File: config.mk
export PLATFORM = sky130hd
export DESIGN_NAME = iclm_ctrl
export DESIGN_NICKNAME = d
export VERILOG_FILES = /design/src/iclm_pkg.sv /design/src/iclm_ctrl.sv
export SDC_FILE = /design/constraint.sdc
export NUM_CORES = 1
export LEC_CHECK = 0
export BUFFER_PORTS_ARGS = -buffer_cell sky130_fd_sc_hd__buf_2
export CAP_MARGIN = 20
export CORE_AREA = 2 2 106 83
export DETAILED_ROUTE_END_ITERATION = 7
export DIE_AREA = 0 0 108 85
export GPL_ROUTABILITY_DRIVEN = 0
export PLACE_DENSITY_LB_ADDON = 0.2
export SYNTH_ARGS = -nofsm -noshare
export SYNTH_HDL_FRONTEND = slang
export SYNTH_SLANG_ARGS = --single-unit
File: constraint.sdc
create_clock -name clk -period 3.3 [get_ports clk]
set_input_delay 0.66 -clock clk [delete_from_list [all_inputs] [get_ports clk]]
set_output_delay 0.66 -clock clk [all_outputs]
set_load 0.01 [all_outputs]
File: src/iclm_pkg.sv
package iclm_pkg;

  // Default pool size and fixed field widths
  localparam int unsigned NODE_COUNT_DEF = 256;
  localparam int unsigned FIELD_W        = 8;
  localparam int unsigned MODE_W         = 3;
  localparam logic [FIELD_W-1:0] SAT_LEN = 8'hff;

  // Request codes
  typedef enum logic [MODE_W-1:0] {
    MODE_ROOT   = 3'd0,
    MODE_AFTER  = 3'd1,
    MODE_BEFORE = 3'd2,
    MODE_UNLINK = 3'd3,
    MODE_LOCATE = 3'd4,
    MODE_COUNT  = 3'd5
  } mode_t;

  // Per-lane write enables of the node RAM
  typedef struct packed {
    logic fwd;
    logic bwd;
    logic head;
  } lane_we_t;

endpackage

File: src/iclm_ctrl.sv
module iclm_ctrl
  import iclm_pkg::*;
#(
  parameter int unsigned NODE_COUNT = NODE_COUNT_DEF
) (
  input  logic                          clk,
  input  logic                          rst_n,
  input  logic                          req_valid,
  output logic                          req_ready,
  input  logic [MODE_W-1:0]             req_mode,
  input  logic [FIELD_W-1:0]            req_anchor,
  input  logic [FIELD_W-1:0]            req_item,
  output logic                          res_valid,
  input  logic                          res_ready,
  output logic [FIELD_W-1:0]            res_located,
  output logic [FIELD_W-1:0]            res_length,
  output logic                          res_overrun,
  output logic [$clog2(NODE_COUNT)-1:0] rd_addr,
  input  logic [FIELD_W-1:0]            rd_fwd,
  input  logic [FIELD_W-1:0]            rd_bwd,
  input  logic [FIELD_W-1:0]            rd_head,
  output lane_we_t                      wr_en,
  output logic [$clog2(NODE_COUNT)-1:0] wr_addr,
  output logic [FIELD_W-1:0]            wr_fwd,
  output logic [FIELD_W-1:0]            wr_bwd,
  output logic [FIELD_W-1:0]            wr_head
);

  localparam int unsigned IDX_W = $clog2(NODE_COUNT);
  localparam logic [FIELD_W:0]   POOL     = (FIELD_W+1)'(NODE_COUNT);
  localparam logic [IDX_W-1:0]   LAST_STEP = IDX_W'(NODE_COUNT - 1);

  typedef enum logic [5:0] {
    ST_IDLE = 6'b000001,
    ST_W1   = 6'b000010,
    ST_W2   = 6'b000100,
    ST_W3   = 6'b001000,
    ST_WALK = 6'b010000,
    ST_DONE = 6'b100000
  } state_t;

  state_t             state_r, state_nxt;
  mode_t              mode_r, mode_nxt;
  logic [IDX_W-1:0]   anchor_r, anchor_nxt;
  logic [IDX_W-1:0]   item_r, item_nxt;
  logic [IDX_W-1:0]   nxt_r, nxt_nxt;
  logic [IDX_W-1:0]   prv_r, prv_nxt;
  logic [FIELD_W-1:0] root_r, root_nxt;
  logic [IDX_W-1:0]   step_r, step_nxt;
  logic [FIELD_W-1:0] located_r, located_nxt;
  logic [FIELD_W-1:0] length_r, length_nxt;
  logic               overrun_r, overrun_nxt;

  logic               anchor_ok, item_ok, req_ok;
  logic [IDX_W-1:0]   fwd_fix, bwd_fix;
  logic               walk_hit;

  // Stored links outside the pool read as node zero
  assign fwd_fix = ({1'b0, rd_fwd} < POOL) ? rd_fwd[IDX_W-1:0] : '0;
  assign bwd_fix = ({1'b0, rd_bwd} < POOL) ? rd_bwd[IDX_W-1:0] : '0;

  assign anchor_ok = ({1'b0, req_anchor} < POOL);
  assign item_ok   = ({1'b0, req_item} < POOL);

  always_comb begin
    case (req_mode)
      MODE_ROOT, MODE_UNLINK:             req_ok = item_ok;
      MODE_AFTER, MODE_BEFORE, MODE_LOCATE: req_ok = anchor_ok && item_ok;
      MODE_COUNT:                         req_ok = anchor_ok;
      default:                            req_ok = 1'b0;
    endcase
  end

  assign walk_hit = (fwd_fix == anchor_r) || ((mode_r == MODE_LOCATE) && (fwd_fix == item_r));

  assign req_ready   = (state_r == ST_IDLE);
  assign res_valid   = (state_r == ST_DONE);
  assign res_located = located_r;
  assign res_length  = length_r;
  assign res_overrun = overrun_r;

  always_comb begin
    state_nxt   = state_r;
    mode_nxt    = mode_r;
    anchor_nxt  = anchor_r;
    item_nxt    = item_r;
    nxt_nxt     = nxt_r;
    prv_nxt     = prv_r;
    root_nxt    = root_r;
    step_nxt    = step_r;
    located_nxt = located_r;
    length_nxt  = length_r;
    overrun_nxt = overrun_r;
    rd_addr     = fwd_fix;
    wr_en       = '0;
    wr_addr     = item_r;
    wr_fwd      = FIELD_W'(item_r);
    wr_bwd      = FIELD_W'(item_r);
    wr_head     = FIELD_W'(item_r);

    case (state_r)
      ST_IDLE: begin
        rd_addr = (req_mode == MODE_UNLINK) ? req_item[IDX_W-1:0] : req_anchor[IDX_W-1:0];
        if (req_valid) begin
          mode_nxt    = mode_t'(req_mode);
          anchor_nxt  = req_anchor[IDX_W-1:0];
          item_nxt    = req_item[IDX_W-1:0];
          step_nxt    = '0;
          located_nxt = '0;
          length_nxt  = '0;
          overrun_nxt = 1'b0;
          if (!req_ok) begin
            state_nxt = ST_DONE;
          end else if (req_mode == MODE_LOCATE || req_mode == MODE_COUNT) begin
            state_nxt = ST_WALK;
          end else begin
            state_nxt = ST_W1;
          end
        end
      end

      ST_W1: begin
        // Read data of the anchor (or item for unlink) is valid now
        nxt_nxt   = fwd_fix;
        prv_nxt   = bwd_fix;
        root_nxt  = rd_head;
        state_nxt = ST_W2;
        case (mode_r)
          MODE_ROOT: begin
            wr_en     = '{fwd: 1'b1, bwd: 1'b1, head: 1'b1};
            state_nxt = ST_DONE;
          end
          MODE_AFTER: begin
            wr_en   = '{fwd: 1'b1, bwd: 1'b0, head: 1'b0};
            wr_addr = anchor_r;
          end
          MODE_BEFORE: begin
            wr_en   = '{fwd: 1'b0, bwd: 1'b1, head: 1'b0};
            wr_addr = anchor_r;
          end
          MODE_UNLINK: begin
            if (fwd_fix == item_r) begin
              state_nxt = ST_DONE;
            end else begin
              wr_en = '{fwd: 1'b1, bwd: 1'b1, head: 1'b1};
            end
          end
          default: begin
            state_nxt = ST_DONE;
          end
        endcase
      end

      ST_W2: begin
        state_nxt = ST_W3;
        case (mode_r)
          MODE_AFTER: begin
            wr_en   = '{fwd: 1'b1, bwd: 1'b1, head: 1'b1};
            wr_fwd  = FIELD_W'(nxt_r);
            wr_bwd  = FIELD_W'(anchor_r);
            wr_head = root_r;
          end
          MODE_BEFORE: begin
            wr_en   = '{fwd: 1'b1, bwd: 1'b1, head: 1'b1};
            wr_fwd  = FIELD_W'(anchor_r);
            wr_bwd  = FIELD_W'(prv_r);
            wr_head = root_r;
          end
          MODE_UNLINK: begin
            wr_en   = '{fwd: 1'b1, bwd: 1'b0, head: 1'b0};
            wr_addr = prv_r;
            wr_fwd  = FIELD_W'(nxt_r);
          end
          default: begin
            state_nxt = ST_DONE;
          end
        endcase
      end

      ST_W3: begin
        state_nxt = ST_DONE;
        case (mode_r)
          MODE_AFTER: begin
            wr_en   = '{fwd: 1'b0, bwd: 1'b1, head: 1'b0};
            wr_addr = nxt_r;
          end
          MODE_BEFORE: begin
            wr_en   = '{fwd: 1'b1, bwd: 1'b0, head: 1'b0};
            wr_addr = prv_r;
          end
          MODE_UNLINK: begin
            wr_en   = '{fwd: 1'b0, bwd: 1'b1, head: 1'b0};
            wr_addr = nxt_r;
            wr_bwd  = FIELD_W'(prv_r);
          end
          default: begin
          end
        endcase
      end

      ST_WALK: begin
        // One link per cycle; the read of the next node is issued from fwd_fix
        if (walk_hit) begin
          located_nxt = (mode_r == MODE_LOCATE) ? FIELD_W'(fwd_fix) : '0;
          length_nxt  = (mode_r == MODE_COUNT) ? FIELD_W'(step_r) : '0;
          state_nxt   = ST_DONE;
        end else if (step_r == LAST_STEP) begin
          located_nxt = (mode_r == MODE_LOCATE) ? FIELD_W'(anchor_r) : '0;
          length_nxt  = (mode_r == MODE_COUNT) ? SAT_LEN : '0;
          overrun_nxt = 1'b1;
          state_nxt   = ST_DONE;
        end else begin
          step_nxt = step_r + IDX_W'(1);
        end
      end

      ST_DONE: begin
        if (res_ready) begin
          state_nxt = ST_IDLE;
        end
      end

      default: begin
        state_nxt = ST_IDLE;
      end
    endcase
  end

  always_ff @(posedge clk) begin
    if (!rst_n) begin
      state_r <= ST_IDLE;
    end else begin
      state_r <= state_nxt;
    end
    mode_r    <= mode_nxt;
    anchor_r  <= anchor_nxt;
    item_r    <= item_nxt;
    nxt_r     <= nxt_nxt;
    prv_r     <= prv_nxt;
    root_r    <= root_nxt;
    step_r    <= step_nxt;
    located_r <= located_nxt;
    length_r  <= length_nxt;
    overrun_r <= overrun_nxt;
  end

endmodule

## Word-level counts from Yosys, hierarchy flattened

Index checks and enable logic that the tools add are counted.

| storage, ports and cells | value |
|---|---|
| flip-flop bits (word level) | 74 |
| word-level logic and storage cells | 98 |
| input port bits | 47 |

| operators by class | value |
|---|---|
| multiplexer cells | 46 |
| add/subtract/negate cells | 1 |
| eq/ne operators | 25 |
| reductions and logical operators | 15 |

Operator list:

| operator | count |
|---|---|
| 8-bit 2-to-1 mux | 18 |
| 8-bit case mux with 2 select lines | 7 |
| 6-bit 2-to-1 mux | 7 |
| 6-bit case mux with 6 select lines | 1 |
| 8-bit case mux with 3 select lines | 1 |
| 8-bit equality test | 2 |
| 3-bit by 2-bit equality test with 1-bit output, second input constant | 4 |
| 3-bit equality test, second input constant | 4 |
| 3-bit case mux with 2 select lines | 2 |
| 3-bit case mux with 4 select lines | 1 |
| 6-bit case mux with 2 select lines | 1 |
| 3-bit case mux with 3 select lines | 1 |
| 8-bit by 1-bit adder with 8-bit output, second input constant | 1 |
| 8-bit equality test, second input constant | 1 |
| 2-bit inequality test, second input constant | 4 |
| 4-bit AND reduction | 2 |
| 3-bit by 1-bit equality test with 1-bit output, second input constant | 2 |
| 6-bit by 1-bit equality test with 1-bit output, second input constant | 1 |
| 6-bit by 2-bit equality test with 1-bit output, second input constant | 1 |
| 6-bit by 3-bit equality test with 1-bit output, second input constant | 1 |
| 6-bit by 4-bit equality test with 1-bit output, second input constant | 1 |
| 6-bit by 5-bit equality test with 1-bit output, second input constant | 1 |
| 6-bit equality test, second input constant | 1 |
| 3-bit zero test | 2 |
| other kinds (14) | 20 |

## Depth between registers and ports, before layout

Gate-level depths: netlist of run 1.

| logic depth | value |
|---|---|
| depth after elaboration | 6 |
| gate-level depth with buffers | 8 |
| mapped depth without buffers | 6 |

## Worst setup path before layout of run 1

OpenSTA, ideal clock, no wires.

| timing path | value |
|---|---|
| path kind | register to output |
| from | reg state_r[3] |
| to | out wr_en[1] (netlist name) |
| slack | 0.549 ns |
| cell stages (with the launch flop) | 7 |
| required time | 2.640 ns |
| arrival | 2.091 ns |
| cells stage by stage | dfxtp_1 -> buf_2 -> nor4_1 -> nand3b_1 -> inv_1 -> a31oi_1 -> o31ai_1 |

RTL lines:

| element | RTL line | RTL |
|---|---|---|
| from (decl) | iclm_ctrl.sv:42 | `state_t state_r, state_nxt;` |
| from (signal assigned) | iclm_ctrl.sv:233 | `state_r <= state_nxt;` |
| to (decl) | iclm_ctrl.sv:22 | `output lane_we_t wr_en,` |

## Final worst setup path of run 1

| timing path | value |
|---|---|
| from | reg mode_r[1] |
| to | out wr_addr[6] |

| between the ends | value |
|---|---|
| longest elaborated chain between the ends | 4 |
| elaborated cells between the ends (all ways) | 9 |
| those cells by class | eq/ne (3); mux (4); reduce/logical (2) |

Ends and longest elaborated chain:

| element | RTL line | RTL |
|---|---|---|
| from (decl) | iclm_ctrl.sv:43 | `mode_t mode_r, mode_nxt;` |
| from (signal assigned) | iclm_ctrl.sv:235 | `mode_r <= mode_nxt;` |
| 3-bit by 2-bit equality test with 1-bit output, or another cell as far along | iclm_ctrl.sv:156, iclm_ctrl.sv:182 |  |
| 2-bit OR reduction (no line) | n/a |  |
| 8-bit case mux with 2 select lines / 8-bit 2-to-1 mux (equally long branches) | iclm_ctrl.sv:182, iclm_ctrl.sv:128 |  |
| 8-bit case mux with 3 select lines * | iclm_ctrl.sv:101 | `case (state_r)` |
| to (decl) | iclm_ctrl.sv:23 | `output logic [$clog2(NODE_COUNT)-1:0] wr_addr,` |

Every way passes the cells marked *; elsewhere a longest branch is shown, timed or not.

==> results by group, run 1 <==
Clock tree
  • Clock Tree Buf Depth: 2
  • Root buffer cell: clkbuf_8
  • TritonCTS buffer count: 9
  • Reg clk slew, reported paths: 0.09 ns
  • CTS Sinks: 74
  • H-tree levels: 3
  • TritonCTS clock tree: built
  • Later-pin clock latency in the skew report: ~0.36 ns

Synthesis
  • Post-synthesis net count: 454
  • Synth warn: 0
  • Yosys reg bits: 74
  • Post-synth design cell area: around 4200 um2
  • Post-synth EDFFs: between 60 and 70
  • Most used DFF post-synth: edfxtp_1
  • Distinct cells, synth: 58
  • Gate Count Post-Synth: a little over 400
  • Post-synthesis sequential area ratio: between 50% and 60%
  • Ys async rst share: 0%
  • Syn_area_per_cell: ~10 um2

Setup path
  • Critical path startpoint category: register
  • CP Cell Sequence: buf_4 > nand3b_1 > a41oi_1 > o21ai_2 > o21bai_4 > a221o_1 > buf_2
  • Largest delay contributor family on the critical path: compound AO/OA/AOI/OAI gates
  • Req. time, crit path: 2.64 ns
  • WS Path Type: reg2out
  • Slowest-stage cell, CP: edfxtp_1
  • Worst Path Buf+Inv: 2
  • Crit path DAT: approximately 2.5 ns
  • Max incr delay on CP: between 0.4 and 0.5 ns
  • Crit-path max FO: 15
  • Crit path capture type: output pin

Floorplan
  • Initial Util: 51.4%
  • Core area: 8160 um2
  • Die H: 85 um
  • FP Rows: 29
  • Die X-Extent: 108 um
  • DIE AREA: 9180 um2
  • Ports: approximately 110

Placed design
  • Placed cells: 615
  • Post-DP HPWL: 9150 um
  • IO Port Bufs: about 110

Pwr
  • Power per cell area: a little over 500 nW/um2
  • Max VDD drop: 0.260 mV
  • Leakage: 0.00207 uW

Global route
  • Vias in the first global route: 3650
  • Met2 usage in global routing: 38.8%
  • GRT Util Overall: 27.3%
  • Largest net degree at the start of global routing: 23
  • First-pass GRT wire length: 19000 um
  • GR Overflow Total: 0
  • M3 GR Usage: 7.60%
  • Number of antenna violations at the first check in global routing: 0
  • Layer with the highest usage: met1
  • Met1 usage: between 30% and 40%

Final layout
  • Fillers: 723
  • Final Util: 62.6%
  • Layout area overhead: 22.0%
  • Layout cell share with drive strength beyond 1: between 20% and 30%
  • Most common cell after layout, fill and taps aside: buf_2
  • Final nets: 567
  • N_diodes: 0
  • Commonest cells after routing, fill and taps aside: buf_2, edfxtp_1, nand2_1, nor2_1, o21ai_0
  • Non-filler cells, final: roughly 630

STA
  • Fin crit period: 3.15 ns
  • Max_slew headroom: 49.1%
  • Setup violators final: 0
  • Worst-margin pin slew: 0.757 ns
  • Fin crit share: between 90% and 100%
  • Post-Route Skew: 0.0140 ns
  • Post-route setup TNS: 0 ns
  • Hold Vio Cnt, Final: 0
  • Slew Viols, Final: 0
  • RSZ-0062 raised after global routing: false
  • Max Freq: 318 MHz

Drt
  • Routed via count: roughly 3800
  • Drt via density: 6.09
  • DRT iter0 DRCs: 482
  • Routed Wire Length: 12300 um
  • Drt wl/cell: just under 20 um
  • Drc violations: 0
  • DRT Pass-1 Iters: 5
  • Antenna Violating Nets Remaining: 0

Flow run
  • Max Cap Viol: 0

Run status
  • Outcome: finished, final reports clean

Hold path
  • Worst Hold Class: in2reg
where the power goes:
part / leakage, uW / switching, uW / internal (uW)
clock network: 0.000114 / 381 / 432
logic: 0.00127 / 339 / 230
registers: 0.000691 / 98.3 / 1120
worst paths after layout:
| check | end | startpoint | cells past startpoint | slack [ns] |
|---|---|---|---|---|
| max reg2reg | res_length[0] | item_r[2] | 7 | 0.59 |
| min reg2reg | res_length[1] | step_r[1] | 1 | 0.61 |
| min | root_r[2] | rd_head[2] | 1 | 0.46 |
| max | wr_addr[6] | mode_r[1] | 7 | 0.15 |
cell families (layout without fill, tap and decap cells):
| kind of cell | Yosys count | after routing | share of synthesized area (%) |
|---|---|---|---|
| flops | 74 | 74 | 51.6 |
| compound gates | 122 | 122 | 21.4 |
| xor+xnor | 24 | 24 | 5.01 |
| mux | 8 | 8 | 1.91 |
| simple gates | 150 | 150 | 17.0 |
| fa+ha+maj | 1 | 1 | 0.298 |
| buf+inv | 27 | 145 | 2.81 |
metal layers:
metal / wire, um / vias to the layer above
met1: 5380 / 1805
met2: 5250 / 252
met3: 1440 / 26
met5: 0 / -
li1: - / 1766
met4: 235 / 0
through the flow:
| step | hold slack (ns) | worst slack (ns) | power [uW] | instance area (um2) |
|---|---|---|---|---|
| after floorplan | 0.554 | 0.549 | 1550 | 4190 |
| after global placement | 0.583 | 0.456 | 1790 | 4870 |
| final | 0.463 | 0.153 | 2600 | 5110 |
| after detailed placement | 0.597 | 0.374 | 1800 | 4870 |
| after global routing | 0.457 | 0.00920 | 2700 | 5110 |
| after CTS | 0.457 | 0.0537 | 2600 | 5100 |
layout make-up:
type                    count  area, um2  share of cell area, %
repair buffers            122        646                   12.6
multi-input cells         305       1920                   37.5
clock buffers               9        124                   2.42
clock inverters             7        100                   1.96
flip-flops and latches     74       2160                   42.3
well taps                 108        135                   2.64
inverters                   7       26.3                  0.514
registers in the layout, summed over array words and instances, names as in the netlist:
| name | flops |
|---|---|
| anchor_r | 8 |
| item_r | 8 |
| state_r | 6 |
| res_overrun | 1 |
| step_r | 8 |
| res_located | 8 |
| root_r | 8 |
| res_length | 8 |
| nxt_r | 8 |
| mode_r | 3 |
| prv_r | 8 |
cells in the mapped netlist (3+ instances only):
library cell / number / share of area [%]
nand3b_1: 4 / 0.72
nand3_1: 19 / 2.3
and3_1: 5 / 0.75
a22oi_1: 12 / 2.1
o21ai_0: 34 / 4.1
o22ai_1: 3 / 0.45
o21a_1: 9 / 1.6
nor4_1: 6 / 0.90
clkbuf_1: 10 / 0.90
edfxtp_1: 68 / 49
o221ai_1: 4 / 0.84
xnor2_1: 5 / 1.0
xor2_1: 19 / 4.0
a21o_1: 3 / 0.54
a22o_1: 4 / 0.84
nand2_1: 53 / 4.7
inv_1: 7 / 0.63
buf_2: 6 / 0.72
nor3_1: 5 / 0.60
a221o_1: 12 / 2.9
mux2i_1: 8 / 1.9
a21oi_1: 12 / 1.4
o22a_1: 12 / 2.5
and2_1: 4 / 0.60
nor2_1: 36 / 3.2
dfxtp_1: 6 / 2.9
repair_timing:
action | in CTS | in global routing
endpoints found under the setup margin | 0 | 13
buffers inserted | 0 | 1
gates resized for setup | 0 | 3
hold buffers | 0 | 0
hold endpoints to repair | 0 | 0
Note: power is estimated with default switching activity, not from simulation.
==> run 2, diff against run 1 <==
--- a/config.mk
+++ b/config.mk
@@ -5,11 +5,12 @@
 export SDC_FILE = /design/constraint.sdc
 export NUM_CORES = 1
 export LEC_CHECK = 0
+export ABC_AREA = 1
 export BUFFER_PORTS_ARGS = -buffer_cell sky130_fd_sc_hd__buf_2
 export CAP_MARGIN = 20
-export CORE_AREA = 2 2 106 83
+export CORE_AREA = 2 2 112 87
 export DETAILED_ROUTE_END_ITERATION = 7
-export DIE_AREA = 0 0 108 85
+export DIE_AREA = 0 0 114 89
 export GPL_ROUTABILITY_DRIVEN = 0
 export PLACE_DENSITY_LB_ADDON = 0.2
 export SYNTH_ARGS = -nofsm -noshare
==> constraint.sdc (replaced) <==
create_clock -name clk -period 2.7 [get_ports clk]
set_input_delay 0.54 -clock clk [delete_from_list [all_inputs] [get_ports clk]]
set_output_delay 0.54 -clock clk [all_outputs]
set_load 0.01 [all_outputs]
==> run 2 against run 1 <==
  * Sequential power grew 20%
  * Final area grew 3.9%
  * Synthesized area grew 2.9%
  * Via count grew 6.3%
  * Global-route usage shrank 1.4 points
  * Total power grew 35%
  * Routed wire length grew 3.3%
==> results by group, run 2 <==
Run status
  • Outcome: finished, final reports clean

Synthesis
  • Synth Area in Simple Gates: 23.3%
  • Post-synth design cell area: ~4300 um2
  • Post-synth top cells: nand2_1, edfxtp_1, o21ai_0, nor2_1, inv_1
  • Synth top area cells: edfxtp_1, nand2_1, o21ai_0, nor2_1, inv_1
  • Ys async rst share: 0%
  • Most used DFF post-synth: edfxtp_1
  • Synth warn: 0
  • Post-synthesis mux area share: 1.91%
  • Largest family of logic cells by synthesized area: simple AND/OR/NAND/NOR gates
  • Synth Area in Compound Gates: 15.3%
  • Syn_area_per_cell: 8.58 um2
  • Distinct cells, synth: 35
  • XOR/XNOR Fraction of Synth Area: approximately 2.0%
  • Share of the synthesized area in the top cell type: 47.3%
  • Post-synthesis sequential area ratio: between 50% and 60%
  • Gate Count Post-Synth: 503
  • Post-synth EDFFs: 68
  • Synth Area in Adders: 0.290%
  • Yosys reg bits: 74
  • Post-synthesis net count: 551
  • Most frequent cell after synthesis: nand2_1
  • Synth area leader: edfxtp_1

Final layout
  • Final nets: 669
  • Fillers: 807
  • Non-filler cells, final: 739
  • Layout cell share with drive strength beyond 1: 29.4%
  • Sequential standard cell area: 2160 um2
  • Area of the multi-input gates: 1850 um2
  • Layout area overhead: 23.1%
  • Commonest cells after routing, fill and taps aside: nand2_1, buf_2, edfxtp_1, nor2_1, o21ai_0
  • Final Util: 59.5%
  • Most common cell after layout, fill and taps aside: nand2_1

Pwr
  • Power, Total: approximately 3500 uW
  • Max VDD drop: 0.399 mV
  • Power per cell area: 664 nW/um2
  • Leakage: 0.00235 uW

Clock tree
  • TritonCTS buffer count: 9
  • H-tree levels: 3
  • # hold bufs at CTS: 0
  • Later-pin clock latency in the skew report: around 0.34 ns
  • CTS Sinks: 74
  • TritonCTS clock tree: built
  • Clock Tree Buf Depth: 2
  • Root buffer cell: clkbuf_16
  • Reg clk slew, reported paths: 0.06 ns

Setup path
  • R2R setup slack: 0.46 ns
  • Crit path DAT: just over 2 ns
  • Crit path capture type: output pin
  • Critical path startpoint category: register
  • Req. time, crit path: 2.16 ns
  • Crit-path max FO: 9
  • WS Path Type: reg2out

Floorplan
  • DIE AREA: between 10000 and 15000 um2
  • FP Rows: 30
  • Initial Util: 48.3%
  • Die X-Extent: 114 um
  • Core area: 8930 um2
  • Ports: 109
  • Die H: 89 um

Global route
  • GR Overflow Total: 0
  • First-pass GRT wire length: between 15000 and 20000 um
  • Number of antenna violations at the first check in global routing: 0
  • Vias in the first global route: 3830
  • Largest net degree at the start of global routing: 29
  • GRT Util Overall: 25.9%

Drt
  • Drt via density: 5.54
  • DRT Pass-1 Iters: 6
  • Drt wl/cell: 17.2 um
  • Routed Wire Length: 12700 um
  • DRT iter0 DRCs: 402
  • Antenna Violating Nets Remaining: 0
  • Routed via count: around 4100
  • Drc violations: 0

STA
  • Post-route setup TNS: 0 ns
  • Fin crit period: 2.61 ns
  • Max_slew headroom: 65.0%
  • Setup violators final: 0
  • Fin crit share: 96.5%
  • Worst-margin pin slew: 0.523 ns
  • Post-Route Skew: 0.00684 ns
  • Hold Vio Cnt, Final: 0
  • RSZ-0062 raised after global routing: false
  • Slew Viols, Final: 0
  • Max Freq: 384 MHz
  • Worst setup margin: 0.0949 ns

Placed design
  • Placed cells: 721
  • IO Port Bufs: 108
  • Pre-CTS WS: between 0.4 and 0.5 ns
  • Post-DP HPWL: ~9600 um

Hold path
  • Worst Hold Class: in2reg

Flow run
  • Max Cap Viol: 0
[run 2: cell types whose count changed after synthesis, moves of 14 or more]
| cell | delta |
|---|---|
| o21ai_1 | +17 |
| inv_2 | +18 |
| inv_1 | +31 |
| o21ai_0 | +14 |
| nand2_1 | +74 |
| xor2_1 | -18 |
[run 2: layout make-up]
cell class / count / share of cell area (%)
clock buffers: 12 / 4.64
multi-input cells: 359 / 34.8
diodes: 1 / 0.0471
flip-flops and latches: 74 / 40.7
well taps: 112 / 2.64
clock inverters: 4 / 0.966
repair buffers: 119 / 12.0
inverters: 58 / 4.22
[run 2: layer usage]
metal | GRT usage, % | part of all wire [%] | up-vias
met2 | 36.7 | 40 | 248
met4 | 8.76 | 2.0 | 0
met1 | 38.3 | 45 | 1844
li1 | - | - | 1975
met3 | 7.12 | 12 | 26
met5 | 0 | 0 | -
[run 2: per-stage QoR]
stage	hold WS, ns	instance area (um2)
after detailed placement	0.596	5000
after global placement	0.585	5000
final	0.372	5310
after floorplan	0.560	4320
after global routing	0.361	5310
after CTS	0.365	5290
[run 2: path summary, 6_finish.rpt]
path | from | endpoint | cells past startpoint
max | state_r[1] | wr_addr[0] | 5
min | rd_bwd[4] | prv_r[4] | 1
max reg2reg | step_r[0] | res_located[3] | 10
min reg2reg | step_r[0] | step_r[0] | 1
[run 2: kinds of logic after synthesis]
logic type	Yosys count
flip-flops	74
buffers and inverters	70
adder cells (fa/ha/maj)	1
multiplexers	6
AO/OA/AOI/OAI	117
AND/OR/NAND/NOR	225
XOR/XNOR	10
[run 2: critical path, cell delays in order (launching register included)]
cell,delay (ns)
dfxtp_1,0.48
nor2_2,0.08
nand4_1,0.28
nand3_2,0.35
o2111ai_1,0.35
buf_2,0.18
[run 2: report_power, final]
part	switching, uW	internal (uW)
clock network	467	743
registers	83.9	1380
logic	545	307
total	1100	2430
[run 2: repair_timing]
item | CTS | global route
endpoints found under the hold margin | 0 | 0
setup buffers | 0 | 1
resized for setup | 0 | 5
setup endpoints to repair | 0 | 7
